$ cat src/rtl/bba_pkg.sv
package bba_pkg;

  // request kinds (in_tuser)
  localparam logic [1:0] KIND_ALLOC   = 2'd0;
  localparam logic [1:0] KIND_FREE    = 2'd1;
  localparam logic [1:0] KIND_RELEASE = 2'd2;
  localparam logic [1:0] KIND_NOP     = 2'd3;

  // result status codes (out_tuser)
  localparam logic [1:0] ST_OK       = 2'd0;
  localparam logic [1:0] ST_NOSPACE  = 2'd1;
  localparam logic [1:0] ST_BADFREE  = 2'd2;
  localparam logic [1:0] ST_RELEASED = 2'd3;

  // configuration register indexes
  localparam logic CFG_BSL = 1'b0;
  localparam logic CFG_PO  = 1'b1;

  localparam logic [4:0] BSL_RST = 5'd7;
  localparam logic [3:0] PO_RST  = 4'd8;
  localparam logic [4:0] BSL_MIN = 5'd4;
  localparam logic [4:0] BSL_MAX = 5'd20;

  localparam logic [27:0] HEADER_BYTES = 28'd13;

  localparam int unsigned FIELD_W = 28;
  localparam int unsigned ORD_W   = 4;

  // commands from the controller to the datapath
  typedef struct packed {
    logic       acc;
    logic       clr_step;
    logic       kill;
    logic       set_st;
    logic [1:0] st;
    logic       k_clr;
    logic       k_inc;
    logic       scan_init;
    logic       scan_next;
    logic       hit;
    logic       split;
    logic       mark;
    logic       faddr;
    logic       fchk_ok;
    logic       rd_buddy;
    logic       merge;
    logic       settle;
    logic       load_out;
  } cmd_t;

  // status from the datapath to the controller
  typedef struct packed {
    logic clr_done;
    logic live;
    logic size_fit;
    logic k_over;
    logic node_free;
    logic last_in_depth;
    logic d_zero;
    logic split_more;
    logic free_bad;
    logic blk_ok;
    logic out_free;
  } sts_t;

endpackage

$ cat src/rtl/buddy_block_allocator.sv
// Binary buddy allocator over 2^pool_order basic blocks of 2^block_size_log2
// bytes. in_tuser carries the request kind: allocate (in_tdata request_bytes),
// free (in_tdata payload_offset), release or no-op. Each request gives one result:
// out_tdata holds the granted payload offset (block base plus a 13-byte
// header, zero unless an allocate succeeds) and out_tuser the status (ok, no
// space, bad free address, released). An allocate takes the lowest-address
// free block of the smallest sufficient order and splits it down. A free
// merges buddies upward. Step by step, an allocate sizes the request, probes
// free-tree nodes (the scan of one node-RAM read port, deepest level first),
// splits one level at a time, then marks the block and answers; a free checks
// the address, reads the block table, then merges one level at a time while
// the buddy is free (a bad address answers early); release goes straight to
// the answer. The result sits in an output register, so a new request is taken
// while it waits. After reset and after every configuration write the free
// tree is cleared, one node per cycle, with in_tready low.
module buddy_block_allocator #(
  parameter int unsigned POOL_BLOCKS = 256
) (
  input  logic        clk,
  input  logic        rst_n,
  // configuration write port
  input  logic        cfg_we,
  input  logic        cfg_addr,
  input  logic [4:0]  cfg_wdata,
  // request channel
  input  logic        in_tvalid,
  output logic        in_tready,
  input  logic [55:0] in_tdata,   // [27:0] request_bytes, [55:28] payload_offset
  input  logic [1:0]  in_tuser,   // [1:0] kind
  // result channel
  output logic        out_tvalid,
  input  logic        out_tready,
  output logic [31:0] out_tdata,  // [27:0] granted_offset, [31:28] zero
  output logic [1:0]  out_tuser   // [1:0] status
);

  bba_pkg::cmd_t cmd;
  bba_pkg::sts_t sts;
  logic [27:0]   granted;

  // sequence the request through search, split, merge and response
  bba_ctrl u_ctrl (
    .clk       (clk),
    .rst_n     (rst_n),
    .cfg_we    (cfg_we),
    .in_tvalid (in_tvalid),
    .in_kind   (in_tuser),
    .in_tready (in_tready),
    .sts       (sts),
    .cmd       (cmd)
  );

  // hold config, free tree, block table and the result register
  bba_dp #(.POOL_BLOCKS(POOL_BLOCKS)) u_dp (
    .clk                (clk),
    .rst_n              (rst_n),
    .cfg_we             (cfg_we),
    .cfg_addr           (cfg_addr),
    .cfg_wdata          (cfg_wdata),
    .in_request_bytes   (in_tdata[27:0]),
    .in_payload_offset  (in_tdata[55:28]),
    .out_tready         (out_tready),
    .out_tvalid         (out_tvalid),
    .out_granted_offset (granted),
    .out_status         (out_tuser),
    .cmd                (cmd),
    .sts                (sts)
  );

  assign out_tdata = {4'b0, granted};

  // a failed result never carries an offset
  a_zero_offset: assert property (@(posedge clk) disable iff (!rst_n)
    out_tvalid && (out_tuser != bba_pkg::ST_OK) |-> out_tdata == 32'd0)
    else $error("offset on failed result");

  // no request is taken in the cycle of a configuration write
  a_cfg_excl: assert property (@(posedge clk) disable iff (!rst_n)
    cfg_we |-> !in_tready)
    else $error("request taken during config write");

  // one request at a time: ready drops after a transfer
  a_one_at_a_time: assert property (@(posedge clk) disable iff (!rst_n)
    in_tvalid && in_tready |=> !in_tready)
    else $error("second request taken while busy");

endmodule

$ cat src/rtl/bba_ram.sv
module bba_ram #(
  parameter int unsigned WIDTH = 1,
  parameter int unsigned DEPTH = 2
) (
  input  logic                                     clk,
  input  logic                                     we,
  input  logic [((DEPTH > 1) ? $clog2(DEPTH) : 1)-1:0] waddr,
  input  logic [WIDTH-1:0]                         wdata,
  input  logic [((DEPTH > 1) ? $clog2(DEPTH) : 1)-1:0] raddr,
  output logic [WIDTH-1:0]                         rdata
);

  logic [WIDTH-1:0] mem [DEPTH];

  always_ff @(posedge clk) begin
    if (we) begin
      mem[waddr] <= wdata;
    end
    rdata <= mem[raddr];
  end

endmodule

$ cat src/rtl/bba_ctrl.sv
module bba_ctrl (
  input  logic          clk,
  input  logic          rst_n,
  input  logic          cfg_we,
  input  logic          in_tvalid,
  input  logic [1:0]    in_kind,
  output logic          in_tready,
  input  bba_pkg::sts_t sts,
  output bba_pkg::cmd_t cmd
);

  localparam logic [3:0] S_CLEAR    = 4'd0;
  localparam logic [3:0] S_IDLE     = 4'd1;
  localparam logic [3:0] S_SIZE     = 4'd2;
  localparam logic [3:0] S_SCAN_RD  = 4'd3;
  localparam logic [3:0] S_SCAN_CHK = 4'd4;
  localparam logic [3:0] S_SPLIT    = 4'd5;
  localparam logic [3:0] S_MARK     = 4'd6;
  localparam logic [3:0] S_FADDR    = 4'd7;
  localparam logic [3:0] S_FREAD    = 4'd8;
  localparam logic [3:0] S_FCHK     = 4'd9;
  localparam logic [3:0] S_MREAD    = 4'd10;
  localparam logic [3:0] S_MCHK     = 4'd11;
  localparam logic [3:0] S_RESP     = 4'd12;

  logic [3:0] state_r, state_nxt;

  assign in_tready = (state_r == S_IDLE) && !cfg_we;

  always_comb begin
    state_nxt = state_r;
    cmd       = '0;
    unique case (state_r)
      S_CLEAR: begin
        cmd.clr_step = 1'b1;
        if (sts.clr_done) state_nxt = S_IDLE;
      end
      S_IDLE: begin
        if (in_tvalid && in_tready) begin
          cmd.acc = 1'b1;
          priority if (in_kind == bba_pkg::KIND_ALLOC) begin
            if (!sts.live) begin
              cmd.set_st = 1'b1;
              cmd.st     = bba_pkg::ST_RELEASED;
              state_nxt  = S_RESP;
            end else begin
              cmd.k_clr = 1'b1;
              state_nxt = S_SIZE;
            end
          end else if (in_kind == bba_pkg::KIND_FREE) begin
            if (!sts.live) begin
              cmd.set_st = 1'b1;
              cmd.st     = bba_pkg::ST_RELEASED;
              state_nxt  = S_RESP;
            end else begin
              state_nxt = S_FADDR;
            end
          end else begin
            cmd.kill   = (in_kind == bba_pkg::KIND_RELEASE);
            cmd.set_st = 1'b1;
            cmd.st     = bba_pkg::ST_OK;
            state_nxt  = S_RESP;
          end
        end
      end
      S_SIZE: begin
        priority if (sts.k_over) begin
          cmd.set_st = 1'b1;
          cmd.st     = bba_pkg::ST_NOSPACE;
          state_nxt  = S_RESP;
        end else if (sts.size_fit) begin
          cmd.scan_init = 1'b1;
          state_nxt     = S_SCAN_RD;
        end else begin
          cmd.k_inc = 1'b1;
        end
      end
      S_SCAN_RD: state_nxt = S_SCAN_CHK;
      S_SCAN_CHK: begin
        priority if (sts.node_free) begin
          cmd.hit   = 1'b1;
          state_nxt = S_SPLIT;
        end else if (sts.last_in_depth && sts.d_zero) begin
          cmd.set_st = 1'b1;
          cmd.st     = bba_pkg::ST_NOSPACE;
          state_nxt  = S_RESP;
        end else begin
          cmd.scan_next = 1'b1;
          state_nxt     = S_SCAN_RD;
        end
      end
      S_SPLIT: begin
        if (sts.split_more) cmd.split = 1'b1;
        else state_nxt = S_MARK;
      end
      S_MARK: begin
        cmd.mark   = 1'b1;
        cmd.set_st = 1'b1;
        cmd.st     = bba_pkg::ST_OK;
        state_nxt  = S_RESP;
      end
      S_FADDR: begin
        cmd.faddr = 1'b1;
        if (sts.free_bad) begin
          cmd.set_st = 1'b1;
          cmd.st     = bba_pkg::ST_BADFREE;
          state_nxt  = S_RESP;
        end else begin
          state_nxt = S_FREAD;
        end
      end
      S_FREAD: state_nxt = S_FCHK;
      S_FCHK: begin
        if (sts.blk_ok) begin
          cmd.fchk_ok = 1'b1;
          state_nxt   = S_MREAD;
        end else begin
          cmd.set_st = 1'b1;
          cmd.st     = bba_pkg::ST_BADFREE;
          state_nxt  = S_RESP;
        end
      end
      S_MREAD: begin
        if (sts.d_zero) begin
          cmd.settle = 1'b1;
          cmd.set_st = 1'b1;
          cmd.st     = bba_pkg::ST_OK;
          state_nxt  = S_RESP;
        end else begin
          cmd.rd_buddy = 1'b1;
          state_nxt    = S_MCHK;
        end
      end
      S_MCHK: begin
        if (sts.node_free) begin
          cmd.merge = 1'b1;
          state_nxt = S_MREAD;
        end else begin
          cmd.settle = 1'b1;
          cmd.set_st = 1'b1;
          cmd.st     = bba_pkg::ST_OK;
          state_nxt  = S_RESP;
        end
      end
      S_RESP: begin
        if (sts.out_free) begin
          cmd.load_out = 1'b1;
          state_nxt    = S_IDLE;
        end
      end
      default: state_nxt = S_CLEAR;
    endcase
    if (cfg_we) state_nxt = S_CLEAR;
  end

  always_ff @(posedge clk) begin
    if (!rst_n) begin
      state_r <= S_CLEAR;
    end else begin
      state_r <= state_nxt;
    end
  end

endmodule

$ cat src/rtl/bba_dp.sv
module bba_dp #(
  parameter int unsigned POOL_BLOCKS = 256
) (
  input  logic                 clk,
  input  logic                 rst_n,
  input  logic                 cfg_we,
  input  logic                 cfg_addr,
  input  logic [4:0]           cfg_wdata,
  input  logic [27:0]          in_request_bytes,
  input  logic [27:0]          in_payload_offset,
  input  logic                 out_tready,
  output logic                 out_tvalid,
  output logic [27:0]          out_granted_offset,
  output logic [1:0]           out_status,
  input  bba_pkg::cmd_t        cmd,
  output bba_pkg::sts_t        sts
);

  localparam int unsigned LOG_MAX = $clog2(POOL_BLOCKS + 1) - 1;
  localparam int unsigned NODES   = 2 * POOL_BLOCKS - 1;
  localparam int unsigned NODE_W  = $clog2(NODES);
  localparam int unsigned BLK_W   = (POOL_BLOCKS > 1) ? $clog2(POOL_BLOCKS) : 1;
  localparam int unsigned BM_W    = bba_pkg::ORD_W + 1;

  logic [4:0]        bsl_r;
  logic [3:0]        po_r;
  logic              live_r;
  logic [27:0]       req_r, poff_r;
  logic [4:0]        k_r;
  logic [3:0]        d_r, dt_r, dh_r;
  logic [NODE_W-1:0] n_r, cnt_r;
  logic [BLK_W-1:0]  p_r, blk_r;
  logic [1:0]        st_r;
  logic [27:0]       off_r;
  logic              out_valid_r;
  logic [27:0]       out_off_r;
  logic [1:0]        out_st_r;

  logic [4:0]        bsl_eff;
  logic [3:0]        po_eff;
  logic [28:0]       need;
  logic [5:0]        shamt;
  logic [3:0]        dt;
  logic [NODE_W-1:0] buddy, parent, depth_first, depth_last, n_free;
  logic [3:0]        ord;
  logic              in_use;
  logic [BLK_W-1:0]  blk_alloc;
  logic [36:0]       base;
  logic [27:0]       b, blk_full;

  logic              node_we, node_wd, node_rd;
  logic [NODE_W-1:0] node_wa, node_ra;
  logic              bm_we;
  logic [BLK_W-1:0]  bm_wa;
  logic [BM_W-1:0]   bm_wd, bm_rd;

  assign bsl_eff = (bsl_r < bba_pkg::BSL_MIN) ? bba_pkg::BSL_MIN :
                   (bsl_r > bba_pkg::BSL_MAX) ? bba_pkg::BSL_MAX : bsl_r;
  assign po_eff  = (int'(po_r) > int'(LOG_MAX)) ? 4'(LOG_MAX) : po_r;

  assign need  = {1'b0, req_r} + 29'(bba_pkg::HEADER_BYTES);
  assign shamt = {1'b0, bsl_eff} + {1'b0, k_r};
  assign dt    = po_eff - k_r[3:0];

  assign buddy       = n_r[0] ? n_r + NODE_W'(1) : n_r - NODE_W'(1);
  assign parent      = (n_r - NODE_W'(1)) >> 1;
  assign depth_first = (NODE_W'(1) << d_r) - NODE_W'(1);
  assign depth_last  = (NODE_W'(1) << ({1'b0, d_r} + 5'd1)) - NODE_W'(2);

  assign {in_use, ord} = bm_rd;
  assign n_free = ((NODE_W'(1) << (po_eff - ord)) - NODE_W'(1)) + NODE_W'(blk_r >> ord);

  assign blk_alloc = p_r << (po_eff - dh_r);
  assign base      = 37'(blk_alloc) << bsl_eff;

  assign b        = poff_r - bba_pkg::HEADER_BYTES;
  assign blk_full = b >> bsl_eff;

  // status toward the controller
  always_comb begin
    sts.clr_done      = (cnt_r == NODE_W'(NODES - 1));
    sts.live          = live_r;
    sts.size_fit      = (shamt >= 6'd29) || ((30'(1) << shamt) >= {1'b0, need});
    sts.k_over        = (k_r > {1'b0, po_eff});
    sts.node_free     = node_rd;
    sts.last_in_depth = (n_r == depth_last);
    sts.d_zero        = (d_r == 4'd0);
    sts.split_more    = (d_r < dt_r);
    sts.free_bad      = (poff_r < bba_pkg::HEADER_BYTES) ||
                        ((b & ((28'(1) << bsl_eff) - 28'd1)) != 28'd0) ||
                        ((blk_full >> po_eff) != 28'd0);
    sts.blk_ok        = in_use && (ord <= po_eff) &&
                        ((blk_r & ((BLK_W'(1) << ord) - BLK_W'(1))) == '0);
    sts.out_free      = !out_valid_r || out_tready;
  end

  // node tree write port
  always_comb begin
    node_we = cmd.clr_step | cmd.hit | cmd.split | cmd.merge | cmd.settle;
    node_wa = n_r;
    node_wd = 1'b0;
    priority if (cmd.clr_step) begin
      node_wa = cnt_r;
      node_wd = (cnt_r == '0);
    end else if (cmd.split) begin
      node_wa = (n_r << 1) + NODE_W'(2);
      node_wd = 1'b1;
    end else if (cmd.merge) begin
      node_wa = buddy;
    end else if (cmd.settle) begin
      node_wd = 1'b1;
    end else begin
      node_wd = 1'b0;
    end
  end

  assign node_ra = cmd.rd_buddy ? buddy : n_r;

  // block table write port: in-use bit over order
  always_comb begin
    bm_we = 1'b0;
    bm_wa = blk_r;
    bm_wd = '0;
    priority if (cmd.clr_step) begin
      bm_we = (cnt_r < NODE_W'(POOL_BLOCKS));
      bm_wa = BLK_W'(cnt_r);
    end else if (cmd.mark) begin
      bm_we = 1'b1;
      bm_wa = blk_alloc;
      bm_wd = {1'b1, k_r[3:0]};
    end else if (cmd.fchk_ok) begin
      bm_we = 1'b1;
      bm_wd = {1'b0, ord};
    end else begin
      bm_we = 1'b0;
    end
  end

  bba_ram #(.WIDTH(1), .DEPTH(NODES)) u_node_ram (
    .clk   (clk),
    .we    (node_we),
    .waddr (node_wa),
    .wdata (node_wd),
    .raddr (node_ra),
    .rdata (node_rd)
  );

  bba_ram #(.WIDTH(BM_W), .DEPTH(POOL_BLOCKS)) u_blk_ram (
    .clk   (clk),
    .we    (bm_we),
    .waddr (bm_wa),
    .wdata (bm_wd),
    .raddr (blk_r),
    .rdata (bm_rd)
  );

  // control registers
  always_ff @(posedge clk) begin
    if (!rst_n) begin
      bsl_r       <= bba_pkg::BSL_RST;
      po_r        <= bba_pkg::PO_RST;
      live_r      <= 1'b1;
      cnt_r       <= '0;
      out_valid_r <= 1'b0;
    end else begin
      if (cfg_we) begin
        cnt_r <= '0;
        if (cfg_addr == bba_pkg::CFG_BSL) bsl_r <= cfg_wdata;
        else po_r <= cfg_wdata[3:0];
      end else if (cmd.clr_step && !sts.clr_done) begin
        cnt_r <= cnt_r + NODE_W'(1);
      end
      if (cmd.kill) live_r <= 1'b0;
      if (cmd.load_out) out_valid_r <= 1'b1;
      else if (out_tready) out_valid_r <= 1'b0;
    end
  end

  // working registers
  always_ff @(posedge clk) begin
    if (cmd.acc) begin
      req_r  <= in_request_bytes;
      poff_r <= in_payload_offset;
      off_r  <= '0;
    end
    if (cmd.set_st) st_r <= cmd.st;
    if (cmd.k_clr) k_r <= '0;
    else if (cmd.k_inc) k_r <= k_r + 5'd1;
    else if (cmd.fchk_ok) k_r <= {1'b0, ord};
    if (cmd.scan_init) begin
      d_r  <= dt;
      dt_r <= dt;
      n_r  <= (NODE_W'(1) << dt) - NODE_W'(1);
    end else if (cmd.scan_next) begin
      if (sts.last_in_depth) begin
        d_r <= d_r - 4'd1;
        n_r <= (NODE_W'(1) << (d_r - 4'd1)) - NODE_W'(1);
      end else begin
        n_r <= n_r + NODE_W'(1);
      end
    end else if (cmd.hit) begin
      dh_r <= d_r;
      p_r  <= BLK_W'(n_r - depth_first);
    end else if (cmd.split) begin
      n_r <= (n_r << 1) + NODE_W'(1);
      d_r <= d_r + 4'd1;
    end else if (cmd.fchk_ok) begin
      d_r <= po_eff - ord;
      n_r <= n_free;
    end else if (cmd.merge) begin
      n_r <= parent;
      d_r <= d_r - 4'd1;
    end
    if (cmd.faddr) blk_r <= BLK_W'(blk_full);
    if (cmd.mark) off_r <= base[27:0] + bba_pkg::HEADER_BYTES;
    if (cmd.load_out) begin
      out_off_r <= off_r;
      out_st_r  <= st_r;
    end
  end

  assign out_tvalid         = out_valid_r;
  assign out_granted_offset = out_off_r;
  assign out_status         = out_st_r;

endmodule

$ cat config.mk
export PLATFORM = sky130hd
export DESIGN_NAME = buddy_block_allocator
export DESIGN_NICKNAME = d
export VERILOG_FILES = /design/src/rtl/bba_pkg.sv /design/src/rtl/buddy_block_allocator.sv /design/src/rtl/bba_ram.sv /design/src/rtl/bba_ctrl.sv /design/src/rtl/bba_dp.sv
export SDC_FILE = /design/constraint.sdc
export NUM_CORES = 2
export LEC_CHECK = 0
export BUFFER_PORTS_ARGS = -buffer_cell sky130_fd_sc_hd__buf_2
export CAP_MARGIN = 20
export CORE_MARGIN = 4
export CORE_UTILIZATION = 40
export DETAILED_ROUTE_END_ITERATION = 10
export PLACE_DENSITY = 0.61
export SLEW_MARGIN = 0
export SYNTH_ARGS = -nofsm -noshare
export SYNTH_HDL_FRONTEND = slang
export SYNTH_SLANG_ARGS = --single-unit
$ cat constraint.sdc
create_clock -name clk -period 13.74 [get_ports clk]
set_input_delay 2.748 -clock clk [delete_from_list [all_inputs] [get_ports clk]]
set_output_delay 2.748 -clock clk [all_outputs]
set_load 0.01 [all_outputs]
## Word-level counts from Yosys, hierarchy flattened

Memories as Yosys holds them, arrays and structs flattened. A register that Yosys moved wholly into a read port is not among the register bits.
Cells that the tools add are included.

| operators by class | value |
|---|---|
| multiply operators | 0 |
| $lt $le $gt $ge | 10 |
| div/mod/pow operators | 0 |
| equality and inequality tests | 23 |
| reduce and logical (&&, ||, !) cells | 31 |
| bitwise gates (word level) | 10 |
| shifts and indexed selects | 13 |
| muxes and demuxes | 104 |
| add/subtract/negate cells | 25 |

Operator list:

| operator | count |
|---|---|
| 9-bit two-way mux | 12 |
| 4-bit two-way mux | 21 |
| 28-bit two-way mux | 2 |
| 28-bit nonzero test | 2 |
| 4-bit one-hot mux with 13 select lines | 1 |
| 3-bit two-way mux | 14 |
| 1-bit two-way mux | 40 |
| 5-bit two-way mux | 7 |
| 30-bit by 29-bit >= comparator with 1-bit output | 1 |
| 1-bit by 6-bit left shift with 30-bit output, first input constant | 1 |
| 28-bit by 4-bit adder with 29-bit output, second input constant | 1 |
| 28-bit by 4-bit adder with 28-bit output, second input constant | 1 |
| 28-bit bitwise AND | 1 |
| 28-bit by 4-bit < comparator with 1-bit output, second input constant | 1 |
| 1-bit by 5-bit left shift with 28-bit output, first input constant | 1 |
| 8-bit by 5-bit left shift with 28-bit output | 1 |
| 28-bit by 4-bit >> shifter with 28-bit output | 1 |
| 28-bit by 5-bit >> shifter with 28-bit output | 1 |
| 28-bit by 1-bit subtractor with 28-bit output, second input constant | 1 |
| 28-bit by 4-bit subtractor with 28-bit output, second input constant | 1 |
| 9-bit by 1-bit adder with 9-bit output, second input constant | 3 |
| 1-bit by 4-bit left shift with 9-bit output, first input constant | 3 |
| 3-bit one-hot mux with 8 select lines | 1 |
| 4-bit == test, second input constant | 5 |
| other kinds (56) | 93 |

| storage, ports and cells | value |
|---|---|
| output and inout port bits | 36 |
| logic and storage cells | 237 |
| memories | 2 |
| register bits | 182 |
| bits in read-only memories | 0 |
| bits of input ports | 69 |
| RAM bits | 1791 |
| latch bits | 0 |

Memory list:

| name | words | width | rd ports | clocked after memory_dff | write ports | RTL line | text |
|---|---|---|---|---|---|---|---|
| u_dp.u_blk_ram.mem | 256 | 5 | 1 | 1 | 1 | bba_ram.sv:13 | `logic [WIDTH-1:0] mem [DEPTH];` |
| u_dp.u_node_ram.mem | 511 | 1 | 1 | 1 | 1 | bba_ram.sv:13 |  |

## Logic depth before layout (Yosys ltp)

| depth | value |
|---|---|
| depth in word-level cells | 14 |
| depth in mapped cells | 29 |
| depth with buffers taken out | 26 |

## Hierarchy

From an unflattened synthesis, not the netlist that was laid out.

| unflattened totals | value |
|---|---|
| cells, all modules | 6077 |
| area total of the unflattened synthesis | 89166.8 um^2 |

By module, submodules not included:

| module | cells an instance | instances | seq. area each (um^2) | area an instance (um^2) |
|---|---|---|---|---|
| bba_ram (u_dp.u_blk_ram) | 2497 | 1 | 38537.0 | 50284.5 |
| bba_ram (u_dp.u_node_ram) | 1589 | 1 | 15364.7 | 22369.0 |
| bba_dp | 1888 | 1 | 5094.9 | 15780.1 |
| bba_ctrl | 98 | 1 | 80.1 | 699.4 |
| buddy_block_allocator | 5 | 1 | 0.0 | 33.8 |

## Worst setup path before layout

OpenSTA, ideal clock, no wires.

| timing path | value |
|---|---|
| kind | flip-flop to flip-flop |
| from | reg u_ctrl.state_r[2] |
| to | mem u_dp.u_blk_ram.mem[0][0] in the netlist's numbering (data pin) |
| clock period less this slack | 13.353 ns |
| library setup time | 2.188 ns |
| stages on the path, launching flop included | 6 |
| path slack | 0.387 ns |
| path buffers | 2 |
| required time | 11.552 ns |
| arrival time | 11.164 ns |
| cell sequence | dfxtp_1 clkbuf_1 nor2b_1 nand2_1 clkbuf_1 o21ai_0 |

| on the way | value |
|---|---|
| longest elaborated chain between the ends | 5 |
| elaborated cells between the ends (all ways) | 9 |
| those cells by class | 2 x eq/ne; 6 x mux; 1 x reduce/logical |

Ends and longest elaborated chain:

| item | RTL line | text |
|---|---|---|
| from (decl) | bba_ctrl.sv:26 | `logic [3:0] state_r, state_nxt;` |
| from (signal assigned) | bba_ctrl.sv:160 | `state_r <= state_nxt;` |
| 4-bit == test | bba_ctrl.sv:33 | `unique case (state_r)` |
| 1-bit two-way mux | bba_ctrl.sv:33 |  |
| 4-bit two-way mux | bba_dp.sv:131 | `end else if (cmd.fchk_ok) begin` |
| 5-bit two-way mux | bba_dp.sv:127 | `end else if (cmd.mark) begin` |
| 5-bit two-way mux * | bba_dp.sv:124 | `priority if (cmd.clr_step) begin` |
| via u_dp.bm_wd[0] | bba_dp.sv:55 | `logic [BM_W-1:0] bm_wd, bm_rd;` |
| to (decl) | bba_ram.sv:13 |  |

Mark *: on every way through the listed nets, which the timed path passes. The rest lies on a longest branch.

==> results_dict.tcl <==
set metrics [dict create \
    synth_area_leaders "edfxtp_1 66%, mux4_2 15%, nor2_1 4.3%" \
    outcome "finished, final reports clean" \
    overflow 0 \
    htreeDepth 4 \
    syn_area_um2 87800 \
    fin_area_um2 98100 \
    min_path_type "reg -> reg" \
    dieArea_um2 227000 \
    cp-end-kind "flop" \
    dp_hpwl_mm 126 \
    clockBufferDepth 3 \
    cts_resized 0 \
    crit_path_start_kind "flop" \
    hold_viol 0 \
    synth_cells 5448 \
    endpoint "u_dp.n_r[3]$_DFFE_PP_" \
    drt_iter0_drc 4737 \
    grt_pass1_vias 49200 \
    final_core_util_pct 45.0 \
    rows 171 \
    fp.dieW_um 476 \
    leakage_nw 29.3 \
    path_clk_slew_ns 0.06 \
    clock_latency_ns 0.85 \
    rsz0062_at_grt "false" \
    nets 5663 \
    seq_area_frac_synth_pct 67.3 \
    routedWlPerCell_um 24.9 \
    antenna_found_initial 7 \
    critPathRequiredTime_ns 14.19 \
    antenna_left 0 \
    slew-limit-headroom_pct 19.9 \
    synth_edf_count 1944 \
    cts_buffers 200 \
    grt_pass1_wl_mm 322 \
    ys_ff_latch 1979 \
    initial_core_util_pct 40.3 \
    placed_cell_area_um2 91400 \
    worst_pin_slew_ns 1.20 \
    startpoint "u_dp.bsl_r[4]$_SDFFE_PN0P_" \
    drc_errors 0 \
    cts-hold-fix-buffers 0 \
    setup-violations-final 0 \
    root_buffer "clkbuf_16" \
    preCtsSetupSlack_ns 6.54 \
    layout_common_cells "1944 x edfxtp_1, 995 x nor2_1, 590 x mux4_2" \
    cts_sinks 1979 \
    ir_drop_mv 0.123 \
    io_pins 105 \
    ys.flop_type "edfxtp_1" \
    die_h_um 476 \
    min_period_over_period_pct 53.9 \
    firstDrtPassIters 7 \
    min_period_ns 7.41 \
    critPathKind "reg -> reg" \
    synth_cell_types 98 \
    final_layout_size_suffix_gt1_share_pct 20.6 \
    r2r_cells 22 \
    ys.warnings.count 0 \
    syn_avg_cell_area_um2 16.1 \
    nFillCells 18800 \
    drv_slew 0 \
    cp.arrival_ns 7.86 \
    grt_start_max_net_pins 256 \
    via_count 48600 \
    grt_usage_pct 18.5 \
    p_per_area_nw_per_um2 125 \
    postLayoutSetupSlackWorst_ns 6.33 \
    synthArstFlopShare_pct 0 \
    yosysTopAreaCell "edfxtp_1" \
    synth.top_cell.area_share_pct 66.5 \
    final_common_cell "edfxtp_1" \
    fmax_ghz 0.135 \
    reg2reg_from "u_dp.bsl_r[4]$_SDFFE_PN0P_" \
    portBuffers 100 \
    cts_setup_buffers 0 \
    viasPerCell 5.72 \
    r2r_slack_ns 6.33 \
    clock_skew_ns 0.0658 \
    core-area_um2 218000 \
    area_growth_pct 11.7 \
    crit_fanout 43 \
    wirelength_mm 212 \
    cts_tree "done" \
    gp_congestion 0.897 \
    maxCapViolations 0 \
    final.setup.tns_ns 0 \
    power.total_mw 12.3 \
    r2r_end "u_dp.n_r[3]$_DFFE_PP_" \
]
## Yosys cell counts, drive strengths merged, types with 18 or more instances
master and n:
a211oi 20, a21o 18, a21oi 106, a22oi 30, buf 93, clkbuf 270
dfxtp 35, edfxtp 1944, ha 107, inv 84, mux2i 63, mux4 590
nand2 273, nand2b 29, nand3 88, nand4 26, nor2 996, nor2b 35
nor3 72, nor4 20, o211ai 18, o21ai 99, o31ai 18, xnor2 63
xor2 69
## layout make-up
cell class                      instances  area, um2  area share, %
Sequential cell                      1979      59100           60.2
Clock buffer                          241       5200           5.30
Tap cell                             2854       3570           3.64
Antenna cell                            5       12.5         0.0128
Multi-Input combinational cell       3025      27100           27.7
Timing Repair Buffer                  189       1340           1.36
Inverter                               87        334          0.341
Clock inverter                        127       1400           1.43
## layer usage
layer	up-vias	routed length [um]	GRT usage (%)
met3	329	14900	3.81
met4	2	5200	5.02
met5	-	13	0
met1	25200	90200	26.0
met2	1771	101000	29.4
li1	21300	-	-
## kinds of logic (layout without fill, tap and decap cells)
logic type | Yosys count | after routing | share of synthesized area (%)
and+or+nand+nor | 1635 | 1635 | 8.05
DFF | 1979 | 1979 | 67.3
muxes | 666 | 666 | 16.0
buffers and inverters | 450 | 644 | 2.00
adders and majority gates | 112 | 112 | 1.64
AOI/OAI and AO/OA | 472 | 472 | 3.67
xor gates and xnor gates | 132 | 132 | 1.32
other | 2 | 13 | 0.00855
## registers in the layout (all words and copies together), names as in the netlist, 4 cells and up
signal / flops
u_ctrl.state_r: 4
u_dp.blk_r: 8
u_dp.bsl_r: 5
u_dp.cnt_r: 9
u_dp.d_r: 4
u_dp.dh_r: 4
u_dp.dt_r: 4
u_dp.k_r: 5
u_dp.n_r: 9
u_dp.off_r: 28
u_dp.out_granted_offset: 28
u_dp.p_r: 8
u_dp.po_r: 4
u_dp.poff_r: 28
u_dp.req_r: 28
u_dp.u_blk_ram.mem: 1280
u_dp.u_blk_ram.rdata: 5
u_dp.u_node_ram.mem: 511
## per-stage QoR
step / hold slack (ns) / std cells
after CTS: 0.418 / 8499
after global placement: 0.405 / 8130
final: 0.419 / 8507
after floorplan: 0.400 / 5454
after detailed placement: 0.408 / 8131
after global routing: 0.430 / 8504
## worst max-delay path: stages (launching register included)
cell and delay (ns):
dfxtp_1 0.31, buf_4 0.39, clkinv_1 0.68, nand2_1 0.77, inv_1 0.37, ha_1 0.43, a21oi_1 0.18, xnor2_1 0.14
or3_1 0.51, nor2_1 0.14, ha_1 0.25, nor2b_1 0.14, o21a_1 0.17, o21a_1 0.16, o21a_1 0.16, o21a_1 0.16
o21bai_1 0.13, a41oi_1 0.15, o21ai_0 0.33, a21o_1 0.47, inv_2 0.21, nor2_1 0.38, nand2_1 0.37
## how the worst min path moves through the flow
stage / startpoint / end / slack [ns] / cells past startpoint
after floorplan: u_dp.off_r[0]$_SDFFCE_PN0P_ / u_dp.out_granted_offset[0]$_DFFE_PP_ / 0.40 / 0
after global placement: u_dp.off_r[0]$_SDFFCE_PN0P_ / u_dp.out_granted_offset[0]$_DFFE_PP_ / 0.41 / 0
after detailed placement: u_dp.off_r[0]$_SDFFCE_PN0P_ / u_dp.out_granted_offset[0]$_DFFE_PP_ / 0.41 / 0
after CTS: u_dp.off_r[16]$_SDFFCE_PN0P_ / u_dp.out_granted_offset[16]$_DFFE_PP_ / 0.42 / 0
after global routing: u_dp.off_r[7]$_SDFFCE_PN0P_ / u_dp.out_granted_offset[7]$_DFFE_PP_ / 0.43 / 0
final: u_dp.off_r[27]$_SDFFCE_PN0P_ / u_dp.out_granted_offset[27]$_DFFE_PP_ / 0.42 / 0
## power by group
group          leakage (nW)  total [mW]  internal [mW]  switching [mW]
Clock                  3.19        5.44           3.10            2.35
Sequential             16.8        6.58           6.58         0.00525
Combinational          9.28       0.272         0.0762           0.196
Note: power is estimated with default switching activity, not from simulation.
